**src/rtl/call_target_line_parser_core_assert.svh**
```systemverilog
// Assertion macros shared by the parser RTL.
`ifndef CALL_TARGET_LINE_PARSER_CORE_ASSERT_SVH
`define CALL_TARGET_LINE_PARSER_CORE_ASSERT_SVH

// The consequent must hold in the same cycle as the antecedent.
`define CTLP_ASSERT_SAME(label, ante, cons, msg) \
   label: assert property (@(posedge clock) disable iff (reset) (ante) |-> (cons)) \
      else $error(msg);

// The consequent must hold in the cycle after the antecedent.
`define CTLP_ASSERT_NEXT(label, ante, cons, msg) \
   label: assert property (@(posedge clock) disable iff (reset) (ante) |=> (cons)) \
      else $error(msg);

`endif

```
**src/rtl/ctlp_pkg.sv**
```systemverilog
package ctlp_pkg;

   // Longest accepted hex operand and the counter width that holds it.
   localparam int MaxHexDigits   = 16;
   localparam int DigitCountWidth = $clog2(MaxHexDigits + 1);

   localparam int CharWidth   = 8;
   localparam int TargetWidth = 64;
   localparam int DigitWidth  = 4;

   // Character codes used by the parser.
   localparam logic [CharWidth-1:0] CharSpace = 8'h20;
   localparam logic [CharWidth-1:0] CharTab   = 8'h09;
   localparam logic [CharWidth-1:0] CharZero  = 8'h30;
   localparam logic [CharWidth-1:0] CharLowX  = 8'h78;

   // The mnemonic, in lower case.
   localparam logic [CharWidth-1:0] CallWord [4] = '{8'h63, 8'h61, 8'h6c, 8'h6c};

   // One result word.
   typedef struct packed {
      logic                   found;
      logic [TargetWidth-1:0] target;
   } result_type;

   function automatic logic is_blank(input logic [CharWidth-1:0] c);
      return (c == CharSpace) || (c == CharTab);
   endfunction

   function automatic logic [CharWidth-1:0] to_lower(input logic [CharWidth-1:0] c);
      if (c >= 8'h41 && c <= 8'h5a) begin
         return c + 8'd32;
      end
      return c;
   endfunction

   // Bit 4 set means the character is not a hex digit.
   function automatic logic [DigitWidth:0] hex_value(input logic [CharWidth-1:0] c);
      logic [CharWidth-1:0] d;
      d = 8'h00;
      if (c >= 8'h30 && c <= 8'h39) begin
         d = c - 8'h30;
         return d[DigitWidth:0];
      end
      if (c >= 8'h61 && c <= 8'h66) begin
         d = c - 8'h57;
         return d[DigitWidth:0];
      end
      if (c >= 8'h41 && c <= 8'h46) begin
         d = c - 8'h37;
         return d[DigitWidth:0];
      end
      return 5'h10;
   endfunction

endpackage

```
**src/rtl/ctlp_parse.sv**
```systemverilog
`include "call_target_line_parser_core_assert.svh"

module ctlp_parse (
   input  logic                          clock,
   input  logic                          reset,
   input  logic                          step_en,
   input  logic [ctlp_pkg::CharWidth-1:0] ch,
   input  logic                          has_char,
   input  logic                          end_of_row,
   output ctlp_pkg::result_type          result
);
   import ctlp_pkg::*;

   typedef enum logic [2:0] {
      PH_LEAD,
      PH_MNEM,
      PH_GAP,
      PH_X,
      PH_DIGITS,
      PH_DONE
   } phase_type;

   phase_type                  phase_ff, phase_in, phase_upd;
   logic [2:0]                 mnem_count_ff, mnem_count_in, mnem_count_upd;
   logic                       mnem_ok_ff, mnem_ok_in, mnem_ok_upd;
   logic [TargetWidth-1:0]     acc_ff, acc_in, acc_upd;
   logic [DigitCountWidth-1:0] digit_count_ff, digit_count_in, digit_count_upd;
   logic                       rejected_ff, rejected_in, rejected_upd;

   logic                       blank;
   logic [DigitWidth:0]        hexv;
   logic                       letter_match;
   logic                       found;

   assign blank = is_blank(ch);
   assign hexv  = hex_value(ch);
   assign letter_match = (mnem_count_ff < 3'd4) &&
                         (to_lower(ch) == CallWord[mnem_count_ff[1:0]]);

   // Apply one character to the row state.
   always_comb begin
      phase_upd       = phase_ff;
      mnem_count_upd  = mnem_count_ff;
      mnem_ok_upd     = mnem_ok_ff;
      acc_upd         = acc_ff;
      digit_count_upd = digit_count_ff;
      rejected_upd    = rejected_ff;
      if (has_char && !rejected_ff) begin
         unique case (phase_ff)
            PH_LEAD, PH_MNEM: begin
               if (phase_ff == PH_MNEM && blank) begin
                  if (mnem_count_ff == 3'd4 && mnem_ok_ff) begin
                     phase_upd = PH_GAP;
                  end else begin
                     rejected_upd = 1'b1;
                  end
               end else if (!blank) begin
                  phase_upd = PH_MNEM;
                  if (!letter_match) begin
                     mnem_ok_upd = 1'b0;
                  end
                  if (mnem_count_ff < 3'd4) begin
                     mnem_count_upd = mnem_count_ff + 3'd1;
                  end
               end
            end
            PH_GAP: begin
               if (!blank) begin
                  if (ch == CharZero) begin
                     phase_upd = PH_X;
                  end else begin
                     rejected_upd = 1'b1;
                  end
               end
            end
            PH_X: begin
               if (ch == CharLowX) begin
                  phase_upd = PH_DIGITS;
               end else begin
                  rejected_upd = 1'b1;
               end
            end
            PH_DIGITS: begin
               if (hexv[DigitWidth]) begin
                  phase_upd = PH_DONE;
               end else if (digit_count_ff >= DigitCountWidth'(MaxHexDigits)) begin
                  rejected_upd = 1'b1;
               end else begin
                  acc_upd         = {acc_ff[TargetWidth-DigitWidth-1:0],
                                     hexv[DigitWidth-1:0]};
                  digit_count_upd = digit_count_ff + DigitCountWidth'(1);
               end
            end
            default: begin
               // After the number the rest of the row is ignored.
            end
         endcase
      end
   end

   // Verdict on the row as it stands after this character.
   assign found = !rejected_upd && (phase_upd == PH_DIGITS || phase_upd == PH_DONE) &&
                  (digit_count_upd != '0);
   assign result.found  = found;
   assign result.target = found ? acc_upd : '0;

   // The last item of a row clears the state for the next row.
   always_comb begin
      if (end_of_row) begin
         phase_in       = PH_LEAD;
         mnem_count_in  = 3'd0;
         mnem_ok_in     = 1'b1;
         acc_in         = '0;
         digit_count_in = '0;
         rejected_in    = 1'b0;
      end else begin
         phase_in       = phase_upd;
         mnem_count_in  = mnem_count_upd;
         mnem_ok_in     = mnem_ok_upd;
         acc_in         = acc_upd;
         digit_count_in = digit_count_upd;
         rejected_in    = rejected_upd;
      end
   end

   // Row state registers.
   always_ff @(posedge clock) begin
      if (reset) begin
         phase_ff       <= PH_LEAD;
         mnem_count_ff  <= 3'd0;
         mnem_ok_ff     <= 1'b1;
         acc_ff         <= '0;
         digit_count_ff <= '0;
         rejected_ff    <= 1'b0;
      end else if (step_en) begin
         phase_ff       <= phase_in;
         mnem_count_ff  <= mnem_count_in;
         mnem_ok_ff     <= mnem_ok_in;
         acc_ff         <= acc_in;
         digit_count_ff <= digit_count_in;
         rejected_ff    <= rejected_in;
      end
   end

   `CTLP_ASSERT_NEXT(a_row_cleared, step_en && end_of_row,
      phase_ff == PH_LEAD && digit_count_ff == '0 && !rejected_ff && acc_ff == '0,
      "row state not cleared after end of row")
   `CTLP_ASSERT_SAME(a_digit_bound, 1'b1,
      digit_count_ff <= DigitCountWidth'(MaxHexDigits),
      "digit count beyond the operand limit")
   `CTLP_ASSERT_SAME(a_lead_no_mnem, phase_ff == PH_LEAD,
      mnem_count_ff == 3'd0 && digit_count_ff == '0,
      "mnemonic or digits counted during leading blanks")

endmodule

```
**src/rtl/ctlp_rsp_reg.sv**
```systemverilog
module ctlp_rsp_reg (
   input  logic                            clock,
   input  logic                            reset,
   input  logic                            load,
   input  ctlp_pkg::result_type            result,
   output logic                            rsp_valid,
   input  logic                            rsp_stall,
   output logic                            rsp_found,
   output logic [ctlp_pkg::TargetWidth-1:0] rsp_target
);
   import ctlp_pkg::*;

   logic       valid_ff, valid_in;
   result_type data_ff;

   // A word stays until taken; a new one may load as the old one leaves.
   assign valid_in = load || (valid_ff && rsp_stall);

   always_ff @(posedge clock) begin
      if (reset) begin
         valid_ff <= 1'b0;
      end else begin
         valid_ff <= valid_in;
      end
   end

   always_ff @(posedge clock) begin
      if (load) begin
         data_ff <= result;
      end
   end

   assign rsp_valid  = valid_ff;
   assign rsp_found  = data_ff.found;
   assign rsp_target = data_ff.target;

endmodule

```
**src/rtl/call_target_line_parser_core.sv**
```systemverilog
// Path: each word is taken into the input register; the parse logic then steps the row
// state, and a row's last word loads its result word into the result register.
// Throughput: one word per cycle; a row's last word waits only while a previous
// result word is stalled in the result register.
// Reset (synchronous, active high) empties both registers and returns the row
// parser to the leading-blank state.
`include "call_target_line_parser_core_assert.svh"

module call_target_line_parser_core (
   input  logic                            clock,
   input  logic                            reset,
   input  logic                            req_valid,
   output logic                            req_stall,
   input  logic [ctlp_pkg::CharWidth-1:0]  req_ch,
   input  logic                            req_has_char,
   input  logic                            req_end_of_row,
   output logic                            rsp_valid,
   input  logic                            rsp_stall,
   output logic                            rsp_found,
   output logic [ctlp_pkg::TargetWidth-1:0] rsp_target
);
   import ctlp_pkg::*;

   logic                 in_valid_ff;
   logic [CharWidth-1:0] in_ch_ff;
   logic                 in_has_ff;
   logic                 in_eor_ff;
   logic                 advance;
   result_type           result;

   // The held word moves on unless it ends a row and the result register holds a stalled word.
   assign advance   = in_valid_ff && (!in_eor_ff || !rsp_valid || !rsp_stall);
   assign req_stall = in_valid_ff && !advance;

   // Input register.
   always_ff @(posedge clock) begin
      if (reset) begin
         in_valid_ff <= 1'b0;
      end else if (!req_stall) begin
         in_valid_ff <= req_valid;
      end
   end

   always_ff @(posedge clock) begin
      if (req_valid && !req_stall) begin
         in_ch_ff  <= req_ch;
         in_has_ff <= req_has_char;
         in_eor_ff <= req_end_of_row;
      end
   end

   ctlp_parse u_parse (
      .clock      (clock),
      .reset      (reset),
      .step_en    (advance),
      .ch         (in_ch_ff),
      .has_char   (in_has_ff),
      .end_of_row (in_eor_ff),
      .result     (result)
   );

   ctlp_rsp_reg u_rsp (
      .clock      (clock),
      .reset      (reset),
      .load       (advance && in_eor_ff),
      .result     (result),
      .rsp_valid  (rsp_valid),
      .rsp_stall  (rsp_stall),
      .rsp_found  (rsp_found),
      .rsp_target (rsp_target)
   );

   `CTLP_ASSERT_SAME(a_stall_needs_word, req_stall,
      in_valid_ff && in_eor_ff && rsp_valid && rsp_stall,
      "input stalled without a blocked row end")

endmodule
```
**config.mk**
```make
export PLATFORM = sky130hd
export DESIGN_NAME = call_target_line_parser_core
export DESIGN_NICKNAME = d
export VERILOG_FILES = /design/src/rtl/ctlp_pkg.sv /design/src/rtl/ctlp_parse.sv /design/src/rtl/ctlp_rsp_reg.sv /design/src/rtl/call_target_line_parser_core.sv
export VERILOG_INCLUDE_DIRS = /design/src /design/src/rtl
export SDC_FILE = /design/constraint.sdc
export NUM_CORES = 1
export LEC_CHECK = 0
export ABC_AREA = 1
export BUFFER_PORTS_ARGS = -buffer_cell sky130_fd_sc_hd__buf_4
export CORE_MARGIN = 4
export CORE_UTILIZATION = 35
export DETAILED_ROUTE_END_ITERATION = 10
export GPL_ROUTABILITY_DRIVEN = 0
export GPL_TIMING_DRIVEN = 1
export PLACE_DENSITY_LB_ADDON = 0.15
export SETUP_SLACK_MARGIN = 0.05
export SLEW_MARGIN = 10
export SYNTH_ARGS = -nofsm -noshare
export SYNTH_HDL_FRONTEND = slang
export SYNTH_HIERARCHICAL = 1
export SYNTH_SLANG_ARGS = --single-unit
```
**constraint.sdc**
```tcl
create_clock -name clock -period 4.6 [get_ports clock]
set_input_delay 0.69 -clock clock [delete_from_list [all_inputs] [get_ports clock]]
set_output_delay 0.69 -clock clock [all_outputs]
set_load 0.01 [all_outputs]
```
# ---- Word level (Yosys, flattened, before mapping)
# Index checks and enable logic that the tools add are counted.
dict set report classes {
  muxes 60
  order_cmp 10
  shifts 0
  div 0
  n_reduce_logical 35
  n_bitwise 1
  addsub 6
  multipliers 0
  eq_ne 15
}
# cell n
set op_table {}
lappend op_table {{64-bit two-way mux} 5}
lappend op_table {{5-bit two-way mux} 11}
lappend op_table {{3-bit two-way mux} 15}
lappend op_table {{8-bit two-way mux} 4}
lappend op_table {{8-bit by 7-bit <= comparator with 1-bit output, second input constant} 3}
lappend op_table {{1-bit two-way mux} 22}
lappend op_table {{8-bit binary-select mux with 2-bit select} 1}
lappend op_table {{8-bit by 6-bit equality test with 1-bit output, second input constant} 2}
lappend op_table {{8-bit by 7-bit greater-or-equal comparator with 1-bit output, second input constant} 2}
lappend op_table {{1-bit logical AND} 15}
lappend op_table {{5-bit subtractor, second input constant} 3}
lappend op_table {{3-bit equality test, second input constant} 4}
lappend op_table {{3-bit one-hot mux with 4 select lines} 1}
lappend op_table {{6-bit AND reduction} 2}
lappend op_table {{8-bit by 6-bit adder with 8-bit output, second input constant} 1}
lappend op_table {{8-bit by 4-bit equality test with 1-bit output, second input constant} 1}
lappend op_table {{8-bit by 7-bit equality test with 1-bit output, second input constant} 1}
lappend op_table {{8-bit equality test} 1}
lappend op_table {{8-bit by 6-bit greater-or-equal comparator with 1-bit output, second input constant} 1}
lappend op_table {{8-bit by 6-bit <= comparator with 1-bit output, second input constant} 1}
lappend op_table {{1-bit logical NOT} 7}
lappend op_table {{3-bit by 2-bit equality test with 1-bit output, second input constant} 2}
lappend op_table {{2-bit != test, second input constant} 3}
lappend op_table {{2-bit nonzero test} 3}
lappend op_table {{12 further kinds} 16}
dict set report word_totals {
  ff_bits 154
  word_cells 140
  memories 0
  ramBits 0
  latch_bits 0
  inputBits 14
  mem_bits_ro 0
}

# ---- Depth between registers and ports, before layout
dict set report depth {
  word_depth 16
  mapped_depth 16
}

# ---- Cells and area by module
# The synthesis kept the hierarchy.
# module n_inst area_per_inst_um2 cells_each
set by_module_without_submodules {}
lappend by_module_without_submodules {ctlp_parse 1 5281.3 800}
lappend by_module_without_submodules {ctlp_rsp_reg 1 1988.2 69}
lappend by_module_without_submodules {call_target_line_parser_core 1 362.8 21}

# ---- Worst setup path after synthesis
# No wires, ideal clock.
dict set report synth_path {
  path_kind {input port to flip-flop}
  from {input rsp_stall}
  to {register u_rsp.valid_ff, in the netlist u_rsp/rsp_valid}
  required_ns 4.527
  cell_stages 5
  setup_slack_ns 0.514
  path_buffers 0
  t_arrival_ns 4.013
  cell_sequence {nand3_1 -> nand2_1 -> nor2_1 -> inv_1 -> a21oi_2}
}
dict set report synth_via {
  elab_chain_len 5
}
# item line
set synth_lines {}
lappend synth_lines {{start, declared} call_target_line_parser_core.sv:18} ;# input logic rsp_stall,
lappend synth_lines {{1-bit logical NOT} call_target_line_parser_core.sv:32} ;# assign advance = in_valid_ff && (!in_eor_ff || !rsp_valid || !rsp_stall);
lappend synth_lines {{1-bit logical OR} call_target_line_parser_core.sv:32}
lappend synth_lines {{1-bit logical AND} call_target_line_parser_core.sv:32}
lappend synth_lines {{1-bit logical AND} call_target_line_parser_core.sv:65} ;# .load (advance && in_eor_ff),
lappend synth_lines {{1-bit logical OR *} ctlp_rsp_reg.sv:17} ;# assign valid_in = load || (valid_ff && rsp_stall);
lappend synth_lines {{end signal, assigned} ctlp_rsp_reg.sv:23} ;# valid_ff <= valid_in;
lappend synth_lines {{end, declared} ctlp_rsp_reg.sv:13} ;# logic valid_ff, valid_in;
# Mark *: on every way between the ends. The rest lies on a longest branch, timed or not.
# A chain may end at the register's enable or synchronous reset.

# ---- Worst setup path in the final report
dict set report layout_path {
  from {register in_ch_ff[0]}
  to {register u_rsp.data_ff, in the netlist u_rsp/rsp_target[63], data pin}
}
dict set report layout_via {
  elab_chain_len 15
}
# item line
set layout_lines {}
lappend layout_lines {{start, declared} call_target_line_parser_core.sv:25} ;# logic [CharWidth-1:0] in_ch_ff;
lappend layout_lines {{start signal, assigned} call_target_line_parser_core.sv:46} ;# in_ch_ff <= req_ch;
lappend layout_lines {{8-bit by 7-bit greater-or-equal comparator with 1-bit output or 8-bit by 7-bit <= comparator with 1-bit output (tied branches)} ctlp_pkg.sv:49} ;# if (c >= 8'h41 && c <= 8'h46) begin
lappend layout_lines {{1-bit logical AND} ctlp_pkg.sv:49}
lappend layout_lines {{1-bit two-way mux (2 in series)} ctlp_pkg.sv:49}
lappend layout_lines {{1-bit two-way mux} ctlp_pkg.sv:45} ;# if (c >= 8'h61 && c <= 8'h66) begin
lappend layout_lines {{5-bit two-way mux} ctlp_pkg.sv:53} ;# return 5'h10;
lappend layout_lines {{5-bit two-way mux} ctlp_pkg.sv:49}
lappend layout_lines {{5-bit two-way mux} ctlp_pkg.sv:45}
lappend layout_lines {{3-bit two-way mux} ctlp_parse.sv:84} ;# if (hexv[DigitWidth]) begin
lappend layout_lines {{3-bit one-hot mux with 4 select lines} ctlp_parse.sv:49} ;# unique case (phase_ff)
lappend layout_lines {{3-bit two-way mux} ctlp_parse.sv:48} ;# if (has_char && !rejected_ff) begin
lappend layout_lines {{3-bit equality test} ctlp_parse.sv:102} ;# assign found = !rejected_upd && (phase_upd == PH_DIGITS || phase_upd == PH_DONE) &&
lappend layout_lines {{1-bit logical OR} ctlp_parse.sv:102}
lappend layout_lines {{1-bit logical AND (2 in series)} ctlp_parse.sv:102}
lappend layout_lines {{end signal, assigned} ctlp_rsp_reg.sv:29} ;# data_ff <= result;
lappend layout_lines {{end, declared} ctlp_rsp_reg.sv:14} ;# result_type data_ff;
# Several ways; a longest one is shown, not always the timed one. The select of a mux whose other input is x is not followed.

==> results.md <==
* Slew Viols, Final at 0
* Crit Path Class: reg -> reg
* Die X-Extent at ~160 um
* Crit end category: flip-flop
* Worst Max-Slew Pin Slew at ~0.88 ns
* Status: finished, final reports clean
* Core ar. at ~0.021 mm2
* Register-to-register path setup slack at 1.53 ns
* CP max FO at 57
* Port Buf Inserts at 80
* Placed wire-length estimate at 10500 um
* Netlist cell types at 35
* Layout Nets at just under 1000
* Post-route setup TNS at 0 ns
* Die area at around 0.024 mm2
* Vias at a little under 6000
* Clock skew at ~0.01 ns
* P_leak at 3.56 nW
* Main synth FF type: dfxtp_1
* Register area at 0.00383 mm2
* DRT Pass-1 Iters at 4
* DR iter-0 viols at about 370
* Largest net degree at the start of global routing at 80
* WP data required at between 4 and 5 ns
* Post-synthesis net count at roughly 900
* First-pass GRT wire length at approximately 28000 um
* Post-synth EDFFs at 75
* Layout area overhead at 17.2%
* Synth area leaders: edfxtp_1 30%, dfxtp_1 21%, inv_1 8.2%, nor3_2 6.6%, nand2_1 6.2%
* CTS tree: built
* Clock sinks at 154
* Clock Tree Root: clkbuf_16
* Hold WC Path Type: in -> reg
* Yosys top cell area share at 0.295
* Post-Place Setup Slack at 1.51 ns
* Rows at 53
* Num ports at 81
* Largest area contributor in the netlist: edfxtp_1
* Syn avg cell area at 8.58 um2
* Post-Syn Instances at 890
* Final ANT Viol Nets at 0
* Worst vdd ir at 0.254 mV
* Post-CTS sizing at 0
* Power Dens Cells at between 300 and 400 mW/mm2
* Remaining Overflow, GRT at 0
* Slew headroom at 0.411
* Cell area after synthesis at 0.00763 mm2
* Clock latency on the worst-skew pair at 0.41 ns
* Area of the multi-input gates at 0.00285 mm2
* Hold-fix buffers at CTS at 0
* PnR worst setup slack at ~1.5 ns
* CP arrival at approximately 3.2 ns
* # fillers at 2148
* Vias in the first global route at 5505
* Num CTS Buffers at 17
* Synthesis Warnings at 6
* Max-cap violations at 0
* Fmax at 326 MHz
* Ys async rst share at 0
* Final WL at 16700 um
* GRT Total Usage at 0.140
* Fin. Hold Viols at 0
* Antenna fix cells at 0
* CP Launch Type: flip-flop
* Htree depth at 4
* Setup-failing EPs final at 0
* RSZ-0062 raised after global routing: no
* Finished Core Util at 0.421
* Max clock buf depth at 2
* Reg clk slew, reported paths at 0.06 ns
* Vias per cell at 4.70
* Period utilisation layout at 0.667
* Initial antenna violation count at 0
* Layout cell share with drive strength beyond 1 at 0.209
* Drt wl/cell at 13.5 um
* Postcts setup bufs at 0
* Starting Density at 0.360
* Chip Height at 156 um
* Number of remaining DRC errors at 0
* Seq/Total Area, Yosys at 0.502
* Synth cell count leaders: 167 x inv_1, 127 x nand2_1, 92 x nor2_1
* Yosys reg bits at 154
* Most frequent cell after synthesis: inv_1
* Final min period at 3.07 ns
==> registers in the layout, indices dropped and copies added (netlist names) <==
register and count:
u_parse/acc_ff 64, u_rsp/rsp_target 64, in_ch_ff 8, u_parse/digit_count_ff 5
u_parse/mnem_count_ff 3, u_parse/phase_ff 3, in_eor_ff 1, in_has_ff 1
in_valid_ff 1, u_parse/mnem_ok_ff 1, u_parse/rejected_ff 1, u_rsp/rsp_found 1
u_rsp/rsp_valid 1
==> metrics by stage <==
step	hold WS (ns)	cells	cell area, um2	total power [W]
finish	0.448	1232	8940	0.00296
detailed placement	0.484	1200	8360	0.00160
global placement	0.472	1200	8360	0.00160
CTS	0.422	1232	8940	0.00302
floorplan	0.449	890	7630	0.00156
global route	0.419	1232	8940	0.00309
==> worst paths after layout <==
path / start / cells past startpoint / end
setup / recovery: in_ch_ff[0] / 14 / u_rsp/rsp_target[63]
hold / removal: req_ch[3] / 1 / in_ch_ff[3]
setup reg to reg: in_ch_ff[0] / 14 / u_rsp/rsp_target[63]
hold reg to reg: u_parse/mnem_count_ff[2] / 2 / u_parse/mnem_count_ff[2]
==> cell type report <==
type / instances / area share
multi-input combinational: 512 / 0.318
sequential: 154 / 0.429
tap: 275 / 0.0385
clock buffer: 20 / 0.0488
clock inverter: 12 / 0.0164
inverter: 172 / 0.0722
timing repair buffer: 87 / 0.0772
==> report_power, final <==
| group | total [W] | internal (W) | switching, W |
|---|---|---|---|
| sequential | 0.00146 | 0.00145 | 0.0000113 |
| clock | 0.00139 | 0.000851 | 0.000543 |
| combinational | 0.000113 | 0.0000334 | 0.0000793 |
==> worst max-delay path, stage by stage (launching register included) <==
cell and delay (ns):
edfxtp_1 0.46, inv_1 0.16, ha_1 0.20, nand2_2 0.08, nor2_1 0.17, nand2_1 0.12, nand2_2 0.13, nand2_1 0.06
nor2_1 0.09, nor2_1 0.05, nand2_1 0.07, nand2_1 0.10, nand3_4 0.17, buf_4 0.74, nor3_1 0.15
==> placed cells by master (no fill, tap or decap), types with 2 or more instances in the layout <==
cell / count
inv_1: 166
nand2_1: 127
nor2_1: 90
buf_4: 84
dfxtp_1: 79
edfxtp_1: 75
o22ai_1: 61
nor3_2: 50
o21ai_1: 34
nand3_1: 32
o21ai_0: 24
a21oi_1: 19
clkbuf_16: 17
nor3_1: 16
nand2_2: 11
nand4_1: 10
o21ai_2: 9
ha_1: 9
inv_2: 6
nor2_4: 3
clkinv_2: 3
bufinv_16: 3
clkbuf_1: 3
buf_12: 3
clkinv_1: 2
inv_6: 2
a21oi_2: 2
a211oi_1: 2
o31ai_1: 2
nand3_4: 2
==> cells by family after synthesis <==
group                    synth area share
XOR/XNOR                          0.00230
adder cells (fa/ha/maj)            0.0148
AND/OR/NAND/NOR                     0.231
AO/OA/AOI/OAI                       0.120
buffers and inverters               0.129
flip-flops                          0.502
==> per-layer routing <==
layer / GRT usage / wire length, um
met5: 0 / 0
met4: 0.0409 / 206
met3: 0.0333 / 686
met2: 0.230 / 7850
met1: 0.185 / 7910
(Power assumes the default switching activity.)
